$ cat src/rtl/uete_pkg.sv
// codes, widths and bundle types for the usb endpoint transfer engine
// depends on nothing; used by the top level, the step logic and the checker
`default_nettype none

package uete_pkg;

	localparam int DEFAULT_ENDPOINTS   = 8;
	localparam int DEFAULT_LENGTH_BITS = 16;
	localparam int PKT_BITS            = 10;
	localparam int XFER_BITS           = 16;
	localparam int OFFSET_BITS         = 16;

	// request commands
	localparam logic [2:0] CMD_SUBMIT   = 3'd0;
	localparam logic [2:0] CMD_OUT_RCVD = 3'd1;
	localparam logic [2:0] CMD_IN_SENT  = 3'd2;
	localparam logic [2:0] CMD_STALL    = 3'd3;
	localparam logic [2:0] CMD_CANCEL   = 3'd4;

	// endpoint kinds
	localparam logic [1:0] KIND_CONTROL = 2'd0;
	localparam logic [1:0] KIND_ISO     = 2'd1;
	localparam logic [1:0] KIND_BULK    = 2'd2;
	localparam logic [1:0] KIND_INTR    = 2'd3;

	// next actions
	localparam logic [2:0] ACT_NONE     = 3'd0;
	localparam logic [2:0] ACT_RECV     = 3'd1;
	localparam logic [2:0] ACT_SEND     = 3'd2;
	localparam logic [2:0] ACT_ZLP      = 3'd3;
	localparam logic [2:0] ACT_COMPLETE = 3'd4;

	// completion status
	localparam logic [1:0] ST_OK       = 2'd0;
	localparam logic [1:0] ST_BABBLE   = 2'd1;
	localparam logic [1:0] ST_OVERFLOW = 2'd2;
	localparam logic [1:0] ST_SHORT    = 2'd3;

	// handshake states
	localparam logic [1:0] HS_DISABLED = 2'd0;
	localparam logic [1:0] HS_STALL    = 2'd1;
	localparam logic [1:0] HS_NAK      = 2'd2;
	localparam logic [1:0] HS_VALID    = 2'd3;

	typedef struct packed {
		logic [2:0]           cmd;
		logic [2:0]           ep;
		logic                 dir;
		logic [1:0]           kind;
		logic [XFER_BITS-1:0] xfer_length;
		logic [PKT_BITS-1:0]  max_packet;
		logic                 short_end;
		logic                 short_fail;
		logic [PKT_BITS-1:0]  packet_len;
		logic                 stall_req;
	} req_t;

	// per-entry control fields whose widths do not follow the length parameter
	typedef struct packed {
		logic                active;
		logic [1:0]          hs;
		logic [PKT_BITS-1:0] last_tx;
		logic [PKT_BITS-1:0] psize;
		logic [1:0]          kind;
		logic                short_end;
		logic                short_fail;
	} entry_ctl_t;

	typedef struct packed {
		logic [2:0]             action;
		logic [1:0]             status;
		logic [OFFSET_BITS-1:0] copy_offset;
		logic [PKT_BITS-1:0]    copy_bytes;
		logic [1:0]             hs;
	} result_t;

endpackage

`default_nettype wire

$ cat src/rtl/uete_step.sv
// next-state and result logic for one endpoint entry and one request
// depends on uete_pkg
`default_nettype none

module uete_step #(
	parameter int LENGTH_BITS = uete_pkg::DEFAULT_LENGTH_BITS
) (
	input  uete_pkg::req_t       req,
	input  uete_pkg::entry_ctl_t cur,
	input  logic [LENGTH_BITS-1:0] cur_length,
	input  logic [LENGTH_BITS-1:0] cur_done,
	output uete_pkg::entry_ctl_t nxt,
	output logic [LENGTH_BITS-1:0] nxt_length,
	output logic [LENGTH_BITS-1:0] nxt_done,
	output uete_pkg::result_t    res
);

	localparam int PB = uete_pkg::PKT_BITS;
	localparam int CW = (LENGTH_BITS > PB) ? LENGTH_BITS : PB;

	logic [LENGTH_BITS-1:0] sub_len;
	logic [PB-1:0]          sub_n;
	logic [LENGTH_BITS-1:0] rem_cur;
	logic [PB-1:0]          out_n;
	logic [LENGTH_BITS-1:0] out_done;
	logic [LENGTH_BITS-1:0] in_done;
	logic [LENGTH_BITS-1:0] rem_in;
	logic [PB-1:0]          in_n;
	logic                   short_pkt;
	logic [1:0]             fin_hs;

	always_comb begin
		nxt        = cur;
		nxt_length = cur_length;
		nxt_done   = cur_done;
		res        = '0;

		sub_len  = LENGTH_BITS'(req.xfer_length);
		sub_n    = (CW'(sub_len) < CW'(req.max_packet)) ? PB'(sub_len) : req.max_packet;
		rem_cur  = (cur_done >= cur_length) ? '0 : cur_length - cur_done;
		out_n    = (CW'(req.packet_len) < CW'(rem_cur)) ? req.packet_len : PB'(rem_cur);
		out_done = cur_done + LENGTH_BITS'(out_n);
		in_done  = cur_done + LENGTH_BITS'(cur.last_tx);
		rem_in   = (in_done >= cur_length) ? '0 : cur_length - in_done;
		in_n     = (CW'(rem_in) < CW'(cur.psize)) ? PB'(rem_in) : cur.psize;
		short_pkt = (req.packet_len < cur.psize) && (cur.kind == uete_pkg::KIND_BULK);
		fin_hs   = (cur.hs == uete_pkg::HS_STALL) ? uete_pkg::HS_STALL : uete_pkg::HS_NAK;

		case (req.cmd)
			uete_pkg::CMD_SUBMIT: begin
				nxt.active     = 1'b1;
				nxt_length     = sub_len;
				nxt_done       = '0;
				nxt.psize      = req.max_packet;
				nxt.kind       = req.kind;
				nxt.short_end  = req.short_end;
				nxt.short_fail = req.short_fail;
				if (req.kind == uete_pkg::KIND_CONTROL || cur.hs != uete_pkg::HS_STALL) begin
					nxt.hs = uete_pkg::HS_VALID;
				end
				if (req.dir) begin
					nxt.last_tx    = sub_n;
					res.copy_bytes = sub_n;
					res.action     = (sub_n != '0) ? uete_pkg::ACT_SEND : uete_pkg::ACT_ZLP;
				end else begin
					res.action = uete_pkg::ACT_RECV;
				end
			end
			uete_pkg::CMD_OUT_RCVD: begin
				if (cur.active) begin
					if (req.packet_len > cur.psize) begin
						nxt.active = 1'b0;
						nxt.hs     = fin_hs;
						res.action = uete_pkg::ACT_COMPLETE;
						res.status = uete_pkg::ST_BABBLE;
					end else begin
						res.copy_offset = uete_pkg::OFFSET_BITS'(cur_done);
						res.copy_bytes  = out_n;
						nxt_done        = out_done;
						if (CW'(req.packet_len) > CW'(rem_cur)) begin
							nxt.active = 1'b0;
							nxt.hs     = fin_hs;
							res.action = uete_pkg::ACT_COMPLETE;
							res.status = uete_pkg::ST_OVERFLOW;
						end else if (short_pkt && cur.short_end) begin
							nxt.active = 1'b0;
							nxt.hs     = fin_hs;
							res.action = uete_pkg::ACT_COMPLETE;
						end else if (short_pkt && cur.short_fail) begin
							nxt.active = 1'b0;
							nxt.hs     = fin_hs;
							res.action = uete_pkg::ACT_COMPLETE;
							res.status = uete_pkg::ST_SHORT;
						end else if (out_done >= cur_length) begin
							nxt.active = 1'b0;
							nxt.hs     = fin_hs;
							res.action = uete_pkg::ACT_COMPLETE;
						end else begin
							nxt.hs     = uete_pkg::HS_VALID;
							res.action = uete_pkg::ACT_RECV;
						end
					end
				end
			end
			uete_pkg::CMD_IN_SENT: begin
				if (cur.active) begin
					nxt_done = in_done;
					if (rem_in == '0) begin
						if (cur.short_end && (cur.kind inside {uete_pkg::KIND_BULK,
							uete_pkg::KIND_CONTROL}) && (cur.last_tx >= cur.psize)) begin
							nxt.last_tx = '0;
							if (cur.hs == uete_pkg::HS_STALL &&
								cur.kind != uete_pkg::KIND_CONTROL) begin
								res.action = uete_pkg::ACT_NONE;
							end else begin
								nxt.hs          = uete_pkg::HS_VALID;
								res.copy_offset = uete_pkg::OFFSET_BITS'(in_done);
								res.action      = uete_pkg::ACT_ZLP;
							end
						end else begin
							nxt.active = 1'b0;
							nxt.hs     = fin_hs;
							res.action = uete_pkg::ACT_COMPLETE;
						end
					end else begin
						res.copy_offset = uete_pkg::OFFSET_BITS'(in_done);
						res.copy_bytes  = in_n;
						nxt.last_tx     = in_n;
						if (cur.hs != uete_pkg::HS_STALL) begin
							nxt.hs = uete_pkg::HS_VALID;
						end
						res.action = uete_pkg::ACT_SEND;
					end
				end
			end
			uete_pkg::CMD_STALL: begin
				if (req.stall_req) begin
					nxt.hs = uete_pkg::HS_STALL;
				end else begin
					nxt.hs = cur.active ? uete_pkg::HS_VALID : uete_pkg::HS_NAK;
				end
			end
			uete_pkg::CMD_CANCEL: begin
				nxt.active = 1'b0;
				if (cur.hs == uete_pkg::HS_VALID) begin
					nxt.hs = uete_pkg::HS_NAK;
				end
			end
			default: begin
			end
		endcase

		res.hs = nxt.hs;
	end

endmodule

`default_nettype wire

$ cat src/rtl/usb_endpoint_transfer_engine.sv
// usb endpoint transfer engine: the done strobe comes from the result register, after the request register
// throughput one request per cycle; busy is never raised, the receiver cannot stall
// the entry read-modify-write puts one step unit between request and result register
// arst_n clears active flags, handshakes (disabled) and last transmit lengths at once
// length, done, packet size and kind fields are not reset; they are written by submit
// depends on uete_pkg and uete_step
`default_nettype none

module usb_endpoint_transfer_engine #(
	parameter int ENDPOINTS   = uete_pkg::DEFAULT_ENDPOINTS,
	parameter int LENGTH_BITS = uete_pkg::DEFAULT_LENGTH_BITS
) (
	input  logic                               clk,
	input  logic                               arst_n,
	input  logic                               start,
	output logic                               busy,
	input  logic [2:0]                         cmd,
	input  logic [2:0]                         ep_num,
	input  logic                               dir_in,
	input  logic [1:0]                         ep_kind,
	input  logic [uete_pkg::XFER_BITS-1:0]     xfer_length,
	input  logic [uete_pkg::PKT_BITS-1:0]      max_packet,
	input  logic                               short_end_flag,
	input  logic                               short_fail_flag,
	input  logic [uete_pkg::PKT_BITS-1:0]      packet_len,
	input  logic                               stall_request,
	output logic                               done,
	output logic [2:0]                         out_ep,
	output logic                               out_dir_in,
	output logic [2:0]                         action,
	output logic [1:0]                         status,
	output logic [uete_pkg::OFFSET_BITS-1:0]   copy_offset,
	output logic [uete_pkg::PKT_BITS-1:0]      copy_bytes,
	output logic [1:0]                         handshake
);

	// one entry per endpoint and direction, indexed by {ep, dir}
	localparam int ENTRIES    = ENDPOINTS * 2;
	localparam int ENTRY_BITS = $clog2(ENTRIES);

	// request register
	logic           valid_s1;
	uete_pkg::req_t req_s1;
	uete_pkg::req_t req_in;

	// entry store: active, handshake and last transmit in resettable flops, the rest without reset
	logic                              ent_active_q [ENTRIES];
	logic [1:0]                        ent_hs_q     [ENTRIES];
	logic [uete_pkg::PKT_BITS-1:0]     ent_last_tx_q[ENTRIES];
	logic [uete_pkg::PKT_BITS-1:0]     ent_psize_q  [ENTRIES];
	logic [3:0]                        ent_kind_q   [ENTRIES];
	logic [LENGTH_BITS-1:0]            ent_len_q    [ENTRIES];
	logic [LENGTH_BITS-1:0]            ent_done_q   [ENTRIES];

	// step unit hookup
	logic [ENTRY_BITS-1:0]    idx_s1;
	logic                     in_range_s1;
	uete_pkg::entry_ctl_t     cur_ctl;
	uete_pkg::entry_ctl_t     nxt_ctl;
	logic [LENGTH_BITS-1:0]   nxt_len;
	logic [LENGTH_BITS-1:0]   nxt_done;
	uete_pkg::result_t        step_res;

	// result register
	logic              done_s2;
	logic [2:0]        ep_s2;
	logic              dir_s2;
	uete_pkg::result_t res_s2;

	// every request is taken straight away
	assign busy = 1'b0;

	// out packet events always hit the out entry, in sent events the in entry
	always_comb begin
		req_in.cmd         = cmd;
		req_in.ep          = ep_num;
		req_in.dir         = dir_in;
		req_in.kind        = ep_kind;
		req_in.xfer_length = xfer_length;
		req_in.max_packet  = max_packet;
		req_in.short_end   = short_end_flag;
		req_in.short_fail  = short_fail_flag;
		req_in.packet_len  = packet_len;
		req_in.stall_req   = stall_request;
		if (cmd == uete_pkg::CMD_OUT_RCVD) begin
			req_in.dir = 1'b0;
		end else if (cmd == uete_pkg::CMD_IN_SENT) begin
			req_in.dir = 1'b1;
		end
	end

	always_ff @(posedge clk or negedge arst_n) begin
		if (!arst_n) begin
			valid_s1 <= 1'b0;
		end else begin
			valid_s1 <= start && !busy;
		end
	end

	always_ff @(posedge clk) begin
		if (start && !busy) begin
			req_s1 <= req_in;
		end
	end

	// endpoints at or above the configured count are ignored
	assign in_range_s1 = (32'(req_s1.ep) < ENDPOINTS);
	assign idx_s1      = ENTRY_BITS'({req_s1.ep, req_s1.dir});

	// entry read: the previous request's write lands at the same edge as its result,
	// so back-to-back requests to one entry see up-to-date state
	always_comb begin
		cur_ctl.active     = ent_active_q[idx_s1];
		cur_ctl.hs         = ent_hs_q[idx_s1];
		cur_ctl.last_tx    = ent_last_tx_q[idx_s1];
		cur_ctl.psize      = ent_psize_q[idx_s1];
		cur_ctl.kind       = ent_kind_q[idx_s1][1:0];
		cur_ctl.short_end  = ent_kind_q[idx_s1][2];
		cur_ctl.short_fail = ent_kind_q[idx_s1][3];
	end

	uete_step #(
		.LENGTH_BITS (LENGTH_BITS)
	) u_step (
		.req        (req_s1),
		.cur        (cur_ctl),
		.cur_length (ent_len_q[idx_s1]),
		.cur_done   (ent_done_q[idx_s1]),
		.nxt        (nxt_ctl),
		.nxt_length (nxt_len),
		.nxt_done   (nxt_done),
		.res        (step_res)
	);

	// entry write-back for resettable fields
	always_ff @(posedge clk or negedge arst_n) begin
		if (!arst_n) begin
			for (int i = 0; i < ENTRIES; i++) begin
				ent_active_q[i]  <= 1'b0;
				ent_hs_q[i]      <= uete_pkg::HS_DISABLED;
				ent_last_tx_q[i] <= '0;
			end
		end else if (valid_s1 && in_range_s1) begin
			ent_active_q[idx_s1]  <= nxt_ctl.active;
			ent_hs_q[idx_s1]      <= nxt_ctl.hs;
			ent_last_tx_q[idx_s1] <= nxt_ctl.last_tx;
		end
	end

	// entry write-back for fields without reset
	always_ff @(posedge clk) begin
		if (valid_s1 && in_range_s1) begin
			ent_psize_q[idx_s1] <= nxt_ctl.psize;
			ent_kind_q[idx_s1]  <= {nxt_ctl.short_fail, nxt_ctl.short_end, nxt_ctl.kind};
			ent_len_q[idx_s1]   <= nxt_len;
			ent_done_q[idx_s1]  <= nxt_done;
		end
	end

	// result register: strobe for one cycle per request
	always_ff @(posedge clk or negedge arst_n) begin
		if (!arst_n) begin
			done_s2 <= 1'b0;
		end else begin
			done_s2 <= valid_s1;
		end
	end

	always_ff @(posedge clk) begin
		if (valid_s1) begin
			ep_s2  <= req_s1.ep;
			dir_s2 <= req_s1.dir;
			// out of range: action none, handshake disabled, nothing to copy
			res_s2 <= in_range_s1 ? step_res : '0;
		end
	end

	assign done        = done_s2;
	assign out_ep      = ep_s2;
	assign out_dir_in  = dir_s2;
	assign action      = res_s2.action;
	assign status      = res_s2.status;
	assign copy_offset = res_s2.copy_offset;
	assign copy_bytes  = res_s2.copy_bytes;
	assign handshake   = res_s2.hs;

endmodule

`default_nettype wire

$ cat config.mk
export PLATFORM = sky130hd
export DESIGN_NAME = usb_endpoint_transfer_engine
export DESIGN_NICKNAME = d
export VERILOG_FILES = /design/src/rtl/uete_pkg.sv /design/src/rtl/uete_step.sv /design/src/rtl/usb_endpoint_transfer_engine.sv
export SDC_FILE = /design/constraint.sdc
export NUM_CORES = 1
export LEC_CHECK = 0
export BUFFER_PORTS_ARGS = -buffer_cell sky130_fd_sc_hd__buf_2
export CORE_MARGIN = 4
export CORE_UTILIZATION = 25
export DETAILED_ROUTE_END_ITERATION = 16
export PLACE_DENSITY = 0.42
export SKIP_CTS_REPAIR_TIMING = 1
export SLEW_MARGIN = 25
export SYNTH_ARGS = -nofsm -noshare
export SYNTH_HDL_FRONTEND = slang
export SYNTH_SLANG_ARGS = --single-unit
$ cat constraint.sdc
create_clock -name clk -period 12.45 [get_ports clk]
set_input_delay 3.1125 -clock clk [delete_from_list [all_inputs] [get_ports clk]]
set_output_delay 3.1125 -clock clk [all_outputs]
set_load 0.02 [all_outputs]
# Word level (Yosys, flattened, before mapping)

Memories as Yosys holds them, arrays and structs flattened.
Cells that the tools add are included.
Widths: inputs -> output; s select.

Memories: 4
Flip-flop bits (word level): 295
Bits in writable memories: 736
Input port bits: 51
Word-level logic and storage cells: 198

Memories:

| memory      | depth | width | read ports | clocked after Yosys merged registers in | wr ports | line                               | source |
|---|---|---|---|---|---|---|---|
| ent_done_q  | 16    | 16    | 1          | 0                                       | 1        | usb_endpoint_transfer_engine.sv:53 | `logic [LENGTH_BITS-1:0] ent_done_q [ENTRIES];` |
| ent_len_q   | 16    | 16    | 1          | 0                                       | 1        | usb_endpoint_transfer_engine.sv:52 | `logic [LENGTH_BITS-1:0] ent_len_q [ENTRIES];` |
| ent_psize_q | 16    | 10    | 1          | 0                                       | 1        | usb_endpoint_transfer_engine.sv:50 | `logic [uete_pkg::PKT_BITS-1:0] ent_psize_q [ENTRIES];` |
| ent_kind_q  | 16    | 4     | 1          | 0                                       | 1        | usb_endpoint_transfer_engine.sv:51 | `logic [3:0] ent_kind_q [ENTRIES];` |

Mux-type cells: 80
Reduce and logical (&&, ||, !) cells: 17
Order comparisons: 12
Bitwise operators: 3
Add/sub/neg operators: 4
Equal/unequal tests: 10

Operator list:

| operator         | count |
|---|---|
| $bwmux 160       | 1 |
| $mux 16          | 9 |
| $mux 10          | 10 |
| $mux 26          | 2 |
| $ge 16x16->1     | 3 |
| $pmux 16 s3      | 1 |
| $bmux 10 s4      | 1 |
| $demux 10 s4     | 1 |
| $mux 3           | 12 |
| $add 16x10->16   | 2 |
| $bwmux 32        | 1 |
| $lt 16x10->1     | 2 |
| $pmux 16 s2      | 1 |
| $sub 16x16->16   | 2 |
| $mux 31          | 1 |
| $pmux 10 s3      | 1 |
| $mux 2           | 14 |
| $pmux 10 s2      | 1 |
| $bwmux 16        | 1 |
| $gt 10x16->1     | 1 |
| $logic_not 16->1 | 1 |
| $lt 10x16->1     | 1 |
| $mux 14          | 1 |
| $mux 13          | 1 |
| other kinds (31) | 55 |

# Longest topological paths before layout

Gate-level depths: netlist of run 1.
An unclocked memory read counts as a cell.

Word-level depth: 15
Mapped depth: 50
Mapped depth without buffers: 41

# Hierarchy

A second synthesis of run 1 with hierarchy kept.

Cell total of the unflattened synthesis: 2811
Area total of the unflattened synthesis: 46200.6 µm²

By module, submodules not included:

| module                       | cells each | area each (µm²) | instances |
|---|---|---|---|
| usb_endpoint_transfer_engine | 1808       | 39441.6         | 1 |
| uete_step                    | 1003       | 6759.0          | 1 |

# Worst setup path after synthesis of run 1

Ideal clock, no wire load.

Path kind: reg2reg
From: register req_s1, in the netlist idx_s1[0]
To: register ent_active_q[10] (netlist bit)
Data arrival time: 10839 ps
Buffers on the path: 9
Slack: 1533 ps
Stages on the path, launching flop included: 50
Data required time: 12372 ps
Library setup time: 78 ps
Cells stage by stage: edfxtp_1 > buf_2 > buf_4 > buf_4 > buf_4 > buf_4 > buf_2 > buf_1 > mux4_2 > mux4_2 > inv_1 > ha_1 > inv_1 > fa_1 > a211oi_1 > nor2_1 > o211ai_1 > nand2b_1 > [14 not listed] > ha_1 > a21o_1 > a21oi_1 > o21a_1 > o21ai_0 > a41oi_1 > a21oi_1 > and2_1 > xnor2_1 > ha_1 > a21o_1 > a21o_1 > a21oi_1 > nand4b_1 > a211oi_2 > o221ai_1 > clkbuf_1 > a21oi_1

Cells in the longest elaborated chain, start to end: 15
Elaborated cells between the ends (all ways): 51

RTL lines:

| what                                           | line                                | source |
|---|---|---|
| start: declaration                             | usb_endpoint_transfer_engine.sv:43  | `uete_pkg::req_t req_s1;` |
| start signal: assignment                       | usb_endpoint_transfer_engine.sv:102 | `req_s1 <= req_in;` |
| $mem_v2 16x16 (on tied branches)               | n/a                                 |  |
| $sub 16x16->16 or $ge 16x16->1 (tied branches) | uete_step.sv:40                     | `rem_cur = (cur_done >= cur_length) ? '0 : cur_length - cur_done;` |
| $mux 16                                        | uete_step.sv:40                     |  |
| $lt 10x16->1                                   | uete_step.sv:41                     | `out_n = (CW'(req.packet_len) < CW'(rem_cur)) ? req.packet_len : PB'(rem_cur);` |
| $mux 10                                        | uete_step.sv:41                     |  |
| $add 16x10->16                                 | uete_step.sv:42                     | `out_done = cur_done + LENGTH_BITS'(out_n);` |
| $ge 16x16->1                                   | uete_step.sv:94                     | `end else if (out_done >= cur_length) begin` |
| $mux 1                                         | uete_step.sv:94                     |  |
| $mux 3                                         | uete_step.sv:89                     | `end else if (short_pkt && cur.short_fail) begin` |
| $mux 3                                         | uete_step.sv:85                     | `end else if (short_pkt && cur.short_end) begin` |
| $mux 3                                         | uete_step.sv:80                     | `if (CW'(req.packet_len) > CW'(rem_cur)) begin` |
| $mux 3                                         | uete_step.sv:71                     | `if (req.packet_len > cur.psize) begin` |
| $mux 3                                         | uete_step.sv:70                     | `if (cur.active) begin` |
| $pmux 1 s4                                     | uete_step.sv:49                     | `case (req.cmd)` |
| $bwmux 16 (*)                                  | usb_endpoint_transfer_engine.sv:144 | `ent_active_q[idx_s1] <= nxt_ctl.active;` |
| end signal: indexed assignment                 | usb_endpoint_transfer_engine.sv:144 |  |
| end: declaration                               | usb_endpoint_transfer_engine.sv:47  | `logic ent_active_q [ENTRIES];` |

Mark *: on every way between the ends. The rest lies on a longest branch, timed or not. The select of a mux whose other input is x is not followed.
A chain may end at the register's enable or synchronous reset.

# Worst setup path after layout of run 1

From: register req_s1, in the netlist idx_s1[0]
To: register ent_hs_q[15] (netlist bit)

Cells in the longest elaborated chain, start to end: 15
Elaborated cells between the ends (all ways): 65

RTL lines:

| what                                           | line                                | source |
|---|---|---|
| $mem_v2 16x16 (on tied branches)               | n/a                                 |  |
| $sub 16x16->16 or $ge 16x16->1 (tied branches) | uete_step.sv:40                     |  |
| $mux 16                                        | uete_step.sv:40                     |  |
| $lt 10x16->1                                   | uete_step.sv:41                     |  |
| $mux 10                                        | uete_step.sv:41                     |  |
| $add 16x10->16                                 | uete_step.sv:42                     |  |
| $ge 16x16->1                                   | uete_step.sv:94                     |  |
| $mux 2                                         | uete_step.sv:94                     |  |
| $mux 3                                         | uete_step.sv:89                     |  |
| $mux 3                                         | uete_step.sv:85                     |  |
| $mux 3                                         | uete_step.sv:80                     |  |
| $mux 3                                         | uete_step.sv:71                     |  |
| $mux 3                                         | uete_step.sv:70                     |  |
| $pmux 2 s5                                     | uete_step.sv:49                     |  |
| $bwmux 32 (*)                                  | usb_endpoint_transfer_engine.sv:145 | `ent_hs_q[idx_s1] <= nxt_ctl.hs;` |
| end signal: indexed assignment                 | usb_endpoint_transfer_engine.sv:140 | `ent_hs_q[i] <= uete_pkg::HS_DISABLED;` |
| end signal: indexed assignment                 | usb_endpoint_transfer_engine.sv:145 |  |
| end: declaration                               | usb_endpoint_transfer_engine.sv:48  | `logic [1:0] ent_hs_q [ENTRIES];` |

Marks and branches as above.

==> results.sh, run 1 <==
export IMPL_status="finished clean"
export IMPL_drtAntennaViolNets=0
export IMPL_yosys_cell_types_count=80
export IMPL_wl_per_cell_microns=26.6
export IMPL_vdd_ir_drop_max_mv=0.146
export IMPL_syn_avg_cell_area_sq_um=15.5
export IMPL_yosys_warnings=0
export IMPL_fillers=18600
export IMPL_cts_buffer_depth=3
export IMPL_drive_gt1_share_pct=21.5
export IMPL_seq_area_frac_synth_pct=64.3
export IMPL_fin_tns_setup_ns=0
export IMPL_first_iter_violations=2341
export IMPL_clk_pin_slew_ns=0.07
export IMPL_grt_pass1_wl_mm=215
export IMPL_route_detailed_drc=0
export IMPL_multi_input_area_sq_um=15500
export IMPL_synthCells=2999
export IMPL_synth_top_family_by_area="multiplexers"
export IMPL_worst_path_max_delay_cell="a211oi_2"
export IMPL_fmax_mhz=87.7
export IMPL_crit_path_max_incr_delay_ns=0.72
export IMPL_antenna_found_initial=2
export IMPL_coreArea_sq_um=185000
export IMPL_synth_largest_area_cell="edfxtp_1"
export IMPL_cts_tree="built"
export IMPL_numCtsBuffers=112
export IMPL_die_area_sq_um=193000
export IMPL_hold_class="register to register"
export IMPL_crit_fanout=29
export IMPL_finalNonFillerCells=5708
export IMPL_cts_root_buf="clkbuf_16"
export IMPL_worst_pin_slew_ns=1.05
export IMPL_synth_fa_ha_area_share_pct=3.29
export IMPL_vias_per_cell=4.87
export IMPL_post_synth_top_count_cell="edfxtp_1"
export IMPL_grt_start_max_net_pins=92
export IMPL_synth_common_cells="edfxtp_1, mux4_2, nor2_1"
export IMPL_die_y_microns=439
export IMPL_syn_to_final_growth_pct=15.7
export IMPL_drt_total_wl_mm=152
export IMPL_synthTopCellsByArea="edfxtp_1, mux4_2, dfrtp_1"
export IMPL_hold_path_depth=2
export IMPL_ctsHtreeMaxLevel=3
export IMPL_rsz0062_at_grt="no"
export IMPL_powerDensity_nw_per_um2=217
export IMPL_power_leakage_nw=18.5
export IMPL_clock_skew_ns=0.0418
export IMPL_gp_congestion=0.881
export IMPL_vias=27800
export IMPL_fin_crit_ns=11.40
export IMPL_maxSlewHeadroom_pct=30.0
export IMPL_synthSimpleGateAreaFrac_pct=6.08
export IMPL_cp_start_kind="register"
export IMPL_worstSetupPathType="register to register"
export IMPL_track_usage_pct=15.6
export IMPL_period_share_pct=91.6
export IMPL_initial_core_util_pct=25.1
export IMPL_synth_area_sq_um=46500
export IMPL_arrival_ns=12.05
export IMPL_drt_pass1_iter_count=5
export IMPL_final_nets=3300
export IMPL_die_w_microns=439
export IMPL_slew_violations=0
export IMPL_ff_latch_area_sq_um=29900
export IMPL_synth_main_ff_cell="edfxtp_1"
export IMPL_dp_cells=5493
export IMPL_async_flop_share_pct=20.4
export IMPL_cap_violations=0
export IMPL_synth_compound_area_share_pct=8.45
export IMPL_grt_overflow=0
export IMPL_synth_seq_cells=1031
export IMPL_netlist_area_leader_share_pct=53.0
export IMPL_hold_violations=0
export IMPL_synth_mux_area_share_pct=14.5
export IMPL_grt_pass1_vias=28000
export IMPL_worst_setup_path_end_kind="register"
export IMPL_cts_sinks=1031
export IMPL_dp_hpwl_mm=97.1
export IMPL_clock_latency_ns=0.75
export IMPL_ff2ff_path_depth=41
export IMPL_port_buffers=88
export IMPL_synth_edf_count=821
export IMPL_boundaryPins=90
export IMPL_required_ns=13.10
export IMPL_synth_xor_area_share_pct=0.829
export IMPL_syn_nets=3170
export IMPL_whs_ns=0.476
export IMPL_rows=158
export IMPL_setup_viol=0
[report_power, final]
group | internal [mW] | total (mW) | switching (mW) | leakage, nW
sequential | 4.30 | 4.54 | 0.236 | 9.93
clock | 1.83 | 3.23 | 1.40 | 1.69
combinational | 1.44 | 3.90 | 2.46 | 6.89
[metrics by stage]
stage | util (%) | worst slack (ns) | power [mW] | instance area [sq um]
6_report | 29.0 | 1.05 | 11.7 | 53800
5_1_grt | 29.0 | 0.483 | 12.3 | 53800
2_1_floorplan | - | 1.53 | 7.19 | 46500
4_1_cts | 29.0 | 1.20 | 11.7 | 53800
3_5_place_dp | 27.1 | 1.27 | 8.48 | 50300
3_3_place_gp | 27.1 | 1.29 | 8.48 | 50200
[path summary, 6_finish.rpt]
kind	start	end	slack [ns]
max	idx_s1[0]$_SDFFCE_PN0P_	ent_hs_q[15]$_DFFE_PN0P_	1.05
min	ent_hs_q[9]$_DFFE_PN0P_	ent_hs_q[9]$_DFFE_PN0P_	0.48
max reg2reg	idx_s1[0]$_SDFFCE_PN0P_	ent_hs_q[15]$_DFFE_PN0P_	1.05
min reg2reg	ent_hs_q[9]$_DFFE_PN0P_	ent_hs_q[9]$_DFFE_PN0P_	0.48
max in group asynchronous	arst_n	ent_last_tx_q[117]$_DFFE_PN0P_	7.78
min in group asynchronous	arst_n	done$_DFF_PN0_	2.40
[worst max-delay path: cells and delay by family, from the launching register on]
family,cells,cell delay [ns]
AO/OA/AOI/OAI,18,4.76
XOR/XNOR,1,0.13
adder cells (fa/ha/maj),4,1.25
buffers and inverters,7,1.30
flip-flops,1,0.44
multiplexers,3,1.51
AND/OR/NAND/NOR,8,1.77
[logic make-up (layout without fill, tap and decap cells)]
family          after synthesis  in the layout
fa+ha+maj                   120            120
compound gates              582            582
simple gates                627            627
other cells                   1              6
buf+inv                     287            511
mux                         307            307
xor+xnor                     44             44
flops                      1031           1031
[state kept, by name, summed over array words and instances (netlist names)]
signal / cells
req_s1: 44
ent_kind_q: 64
handshake: 2
idx_s1: 4
done: 1
ent_len_q: 256
ent_psize_q: 160
ent_hs_q: 32
ent_done_q: 256
ent_last_tx_q: 160
out_ep: 3
ent_active_q: 16
valid_s1: 1
copy_bytes: 10
copy_offset: 16
status: 2
action: 3
out_dir_in: 1
[area by class of cell]
class	instances	share of cell area (%)
antenna	5	0.0233
clock buffer	155	5.59
clock inverter	53	0.923
inverter	108	0.828
multi-input combinational	1681	28.8
sequential	1031	55.6
tap	2480	5.77
timing repair buffer	195	2.51
[cell usage in the layout (no fill, tap or decap), types with 16 or more instances in the layout]
cell type | netlist | layout
a21o_1 | 31 | 31
a21oi_1 | 90 | 89
a22oi_1 | 22 | 22
a31oi_1 | 167 | 167
and2_1 | 21 | 21
buf_2 | 38 | 87
buf_4 | 11 | 96
clkbuf_1 | 111 | 40
clkbuf_16 | 0 | 113
clkinv_1 | 2 | 23
dfrtp_1 | 210 | 209
edfxtp_1 | 821 | 821
ha_1 | 116 | 116
inv_1 | 106 | 90
inv_4 | 0 | 17
mux4_2 | 292 | 292
nand2_1 | 158 | 158
nand2b_1 | 19 | 19
nand3_1 | 37 | 37
nand4_1 | 16 | 16
nor2_1 | 274 | 274
nor3_1 | 33 | 31
o211ai_1 | 22 | 22
o21ai_0 | 79 | 73
o22ai_1 | 32 | 32
o31ai_1 | 19 | 19
xnor2_1 | 31 | 31
[routing by layer]
layer	GRT usage, %	share of wire (%)	vias up	wire (microns)
li1	-	-	12200	-
met1	19.9	42	14700	64300
met2	26.3	50	683	75400
met3	2.13	3.8	227	5750
met4	6.77	4.4	0	6630
met5	0	0	-	0
Power figures use the tool's default switching activity.
==> run 2: changes to the inputs <==
--- a/config.mk
+++ b/config.mk
@@ -5,6 +5,7 @@
 export SDC_FILE = /design/constraint.sdc
 export NUM_CORES = 1
 export LEC_CHECK = 0
+export ABC_AREA = 1
 export BUFFER_PORTS_ARGS = -buffer_cell sky130_fd_sc_hd__buf_2
 export CORE_MARGIN = 4
 export CORE_UTILIZATION = 25
==> run 2 against run 1 <==
Clock skew up 0.016 ns. Critical path type unchanged. First-iteration DRC count rose by 21%. Sequential power shrank 8.6%. Via count up 16%. Fmax grew 12%.
==> results.sh, run 2 <==
export IMPL_vias=32300
export IMPL_crit_fanout=63
export IMPL_cap_violations=0
export IMPL_drive_gt1_share_pct=13.1
export IMPL_fin_tns_setup_ns=0
export IMPL_required_ns=13.08
export IMPL_power_leakage_nw=21.0
export IMPL_boundaryPins=90
export IMPL_use_met1_pct=23.3
export IMPL_use_met3_pct=2.03
export IMPL_synth_largest_area_cell="edfxtp_1"
export IMPL_final_common_cell="nand2_1"
export IMPL_pwr_share_seq_pct=41.4
export IMPL_syn_avg_cell_area_sq_um=11.4
export IMPL_cts_buffer_depth=3
export IMPL_clk_pin_slew_ns=0.06
export IMPL_syn_to_final_growth_pct=16.9
export IMPL_hold_violations=0
export IMPL_cts_root_buf="clkbuf_16"
export IMPL_synthCells=4050
export IMPL_vdd_ir_drop_max_mv=0.122
export IMPL_drt_pass1_iter_count=6
export IMPL_worst_setup_path_end_kind="register"
export IMPL_cts_sinks=1031
export IMPL_reg_top3="ent_done_q: 256 flops, ent_len_q: 256 flops"
export IMPL_worst_pin_slew_ns=1.07
export IMPL_grt_busiest_layer="met2"
export IMPL_syn_nets=4221
export IMPL_route_detailed_drc=0
export IMPL_synth_area_sq_um=46200
export IMPL_finalPower_mw=10.0
export IMPL_powerDensity_nw_per_um2=186
export IMPL_synthTopCellsByArea="edfxtp_1, dfrtp_1, nand2_1"
export IMPL_cts_tree="built"
export IMPL_gp_congestion=0.882
export IMPL_antenna_found_initial=13
export IMPL_synth_edf_count=821
export IMPL_grt_start_max_net_pins=90
export IMPL_slew_violations=0
export IMPL_final_nets=4360
export IMPL_p_int_mw=6.80
export IMPL_first_iter_violations=2841
export IMPL_die_y_microns=438
export IMPL_worst_path_max_delay_cell="edfxtp_1"
export IMPL_track_usage_pct=17.0
export IMPL_maxSlewHeadroom_pct=27.9
export IMPL_p_comb_share_pct=23.6
export IMPL_vias_per_cell=4.78
export IMPL_grt_overflow=0
export IMPL_synth_common_cells="nand2_1, edfxtp_1, a22oi_1"
export IMPL_netlist_area_leader_share_pct=53.4
export IMPL_grt_pass1_wl_mm=237
export IMPL_clock_skew_ns=0.0581
export IMPL_grt_use_met2_pct=28.4
export IMPL_fillers=18800
export IMPL_synth_main_ff_cell="edfxtp_1"
export IMPL_coreArea_sq_um=183000
export IMPL_p_clk_share_pct=35.0
export IMPL_die_w_microns=438
export IMPL_setup_viol=0
export IMPL_arrival_ns=10.81
export IMPL_die_area_sq_um=192000
export IMPL_dp_hpwl_mm=104
export IMPL_grt_pass1_vias=31700
export IMPL_post_synth_top_count_cell="nand2_1"
export IMPL_worstSetupPathType="register to register"
export IMPL_wl_per_cell_microns=24.7
export IMPL_status="finished clean"
export IMPL_yosys_cell_types_count=60
export IMPL_yosys_warnings=0
export IMPL_port_buffers=88
export IMPL_switchingPower_mw=3.22
export IMPL_cp_start_kind="register"
export IMPL_rows=157
export IMPL_fin_crit_ns=10.18
export IMPL_swShare_pct=32.2
export IMPL_seq_area_frac_synth_pct=64.8
export IMPL_synth_seq_cells=1031
export IMPL_drt_total_wl_mm=167
export IMPL_numCtsBuffers=115
export IMPL_hold_class="register to register"
export IMPL_final_cell_mix="nand2_1, edfxtp_1, a22oi_1"
export IMPL_async_flop_share_pct=20.4
export IMPL_crit_top_cell="nand2_1"
export IMPL_ctsHtreeMaxLevel=3
export IMPL_fmax_mhz=98.3
export IMPL_initial_core_util_pct=25.2
export IMPL_period_share_pct=81.7
export IMPL_clock_latency_ns=0.77
export IMPL_crit_path_max_incr_delay_ns=0.64
export IMPL_drtAntennaViolNets=0
export IMPL_rsz0062_at_grt="no"
[run 2: changes by cell type after synthesis, sizes merged, moves of 59 or more]
cell	delta
a22oi	+413
nor2	-170
nand3	+93
a31oi	-163
nand2	+1066
inv	+193
mux4	-292
o21ai	+59
[run 2: power by group through the flow]
stage          clock, mW  sequential [mW]  combinational, mW
2_1_floorplan          0             4.19               1.57
3_3_place_gp           0             4.22               2.34
3_5_place_dp           0             4.22               2.36
4_1_cts             3.61             4.15               2.37
5_1_grt             3.75             4.16               2.64
6_report            3.51             4.15               2.37
[run 2: worst paths after layout]
check	start	to	slack, ns	cells past startpoint
max in group asynchronous	arst_n	valid_s1$_DFF_PN0_	8.62	2
min	ent_last_tx_q[38]$_DFFE_PN0P_	ent_last_tx_q[38]$_DFFE_PN0P_	0.48	2
max reg2reg	idx_s1[1]$_DFFE_PP_	handshake[1]$_DFFE_PP_	2.27	52
min reg2reg	ent_last_tx_q[38]$_DFFE_PN0P_	ent_last_tx_q[38]$_DFFE_PN0P_	0.48	2
min in group asynchronous	arst_n	ent_last_tx_q[134]$_DFFE_PN0P_	2.38	1
max	idx_s1[1]$_DFFE_PP_	handshake[1]$_DFFE_PP_	2.27	52
[run 2: logic make-up (layout without fill, tap and decap cells)]
kind of cell / count (synthesis) / in the layout / synth area share (%)
flops: 1031 / 1031 / 64.8
simple gates: 1573 / 1573 / 14.7
fa+ha+maj: 120 / 120 / 3.32
other cells: 1 / 4 / 0.00812
compound gates: 792 / 792 / 11.7
buf+inv: 495 / 735 / 4.71
xor+xnor: 38 / 38 / 0.737
[run 2: layer usage]
metal | vias to the layer above | wire [microns]
met5 | - | 40
met4 | 6 | 4380
met3 | 204 | 7100
met2 | 859 | 79800
met1 | 16500 | 75400
li1 | 14700 | -
[run 2: critical path, delay by kind of cell, from the launching register on]
| kind | cells | cell delay (ns) |
|---|---|---|
| AO/OA/AOI/OAI | 11 | 2.60 |
| XOR/XNOR | 1 | 0.16 |
| adder cells (fa/ha/maj) | 4 | 1.11 |
| buffers and inverters | 11 | 2.18 |
| flip-flops | 1 | 0.64 |
| AND/OR/NAND/NOR | 25 | 3.12 |
[run 2: per-stage QoR]
step                      hold slack, ns  instances  util [%]  cell area, sq um  worst slack [ns]
final                              0.478       6757      29.4             54000              2.27
after detailed placement           0.466       6536      27.3             50000              2.47
after global placement             0.463       6531      27.2             49900              2.47
after global routing               0.493       6755      29.4             54000              1.50
after CTS                          0.483       6754      29.4             53900              2.43
after floorplan                    0.450       4050         -             46200              4.72
[run 2: area by class of cell]
type	count	area (sq um)	area share (%)
multi-input combinational	2524	14300	26.5
tap	2464	3080	5.71
inverter	299	1130	2.10
clock inverter	75	785	1.45
sequential	1031	29900	55.4
clock buffer	143	3120	5.77
antenna	3	7.51	0.0139
timing repair buffer	218	1620	3.01
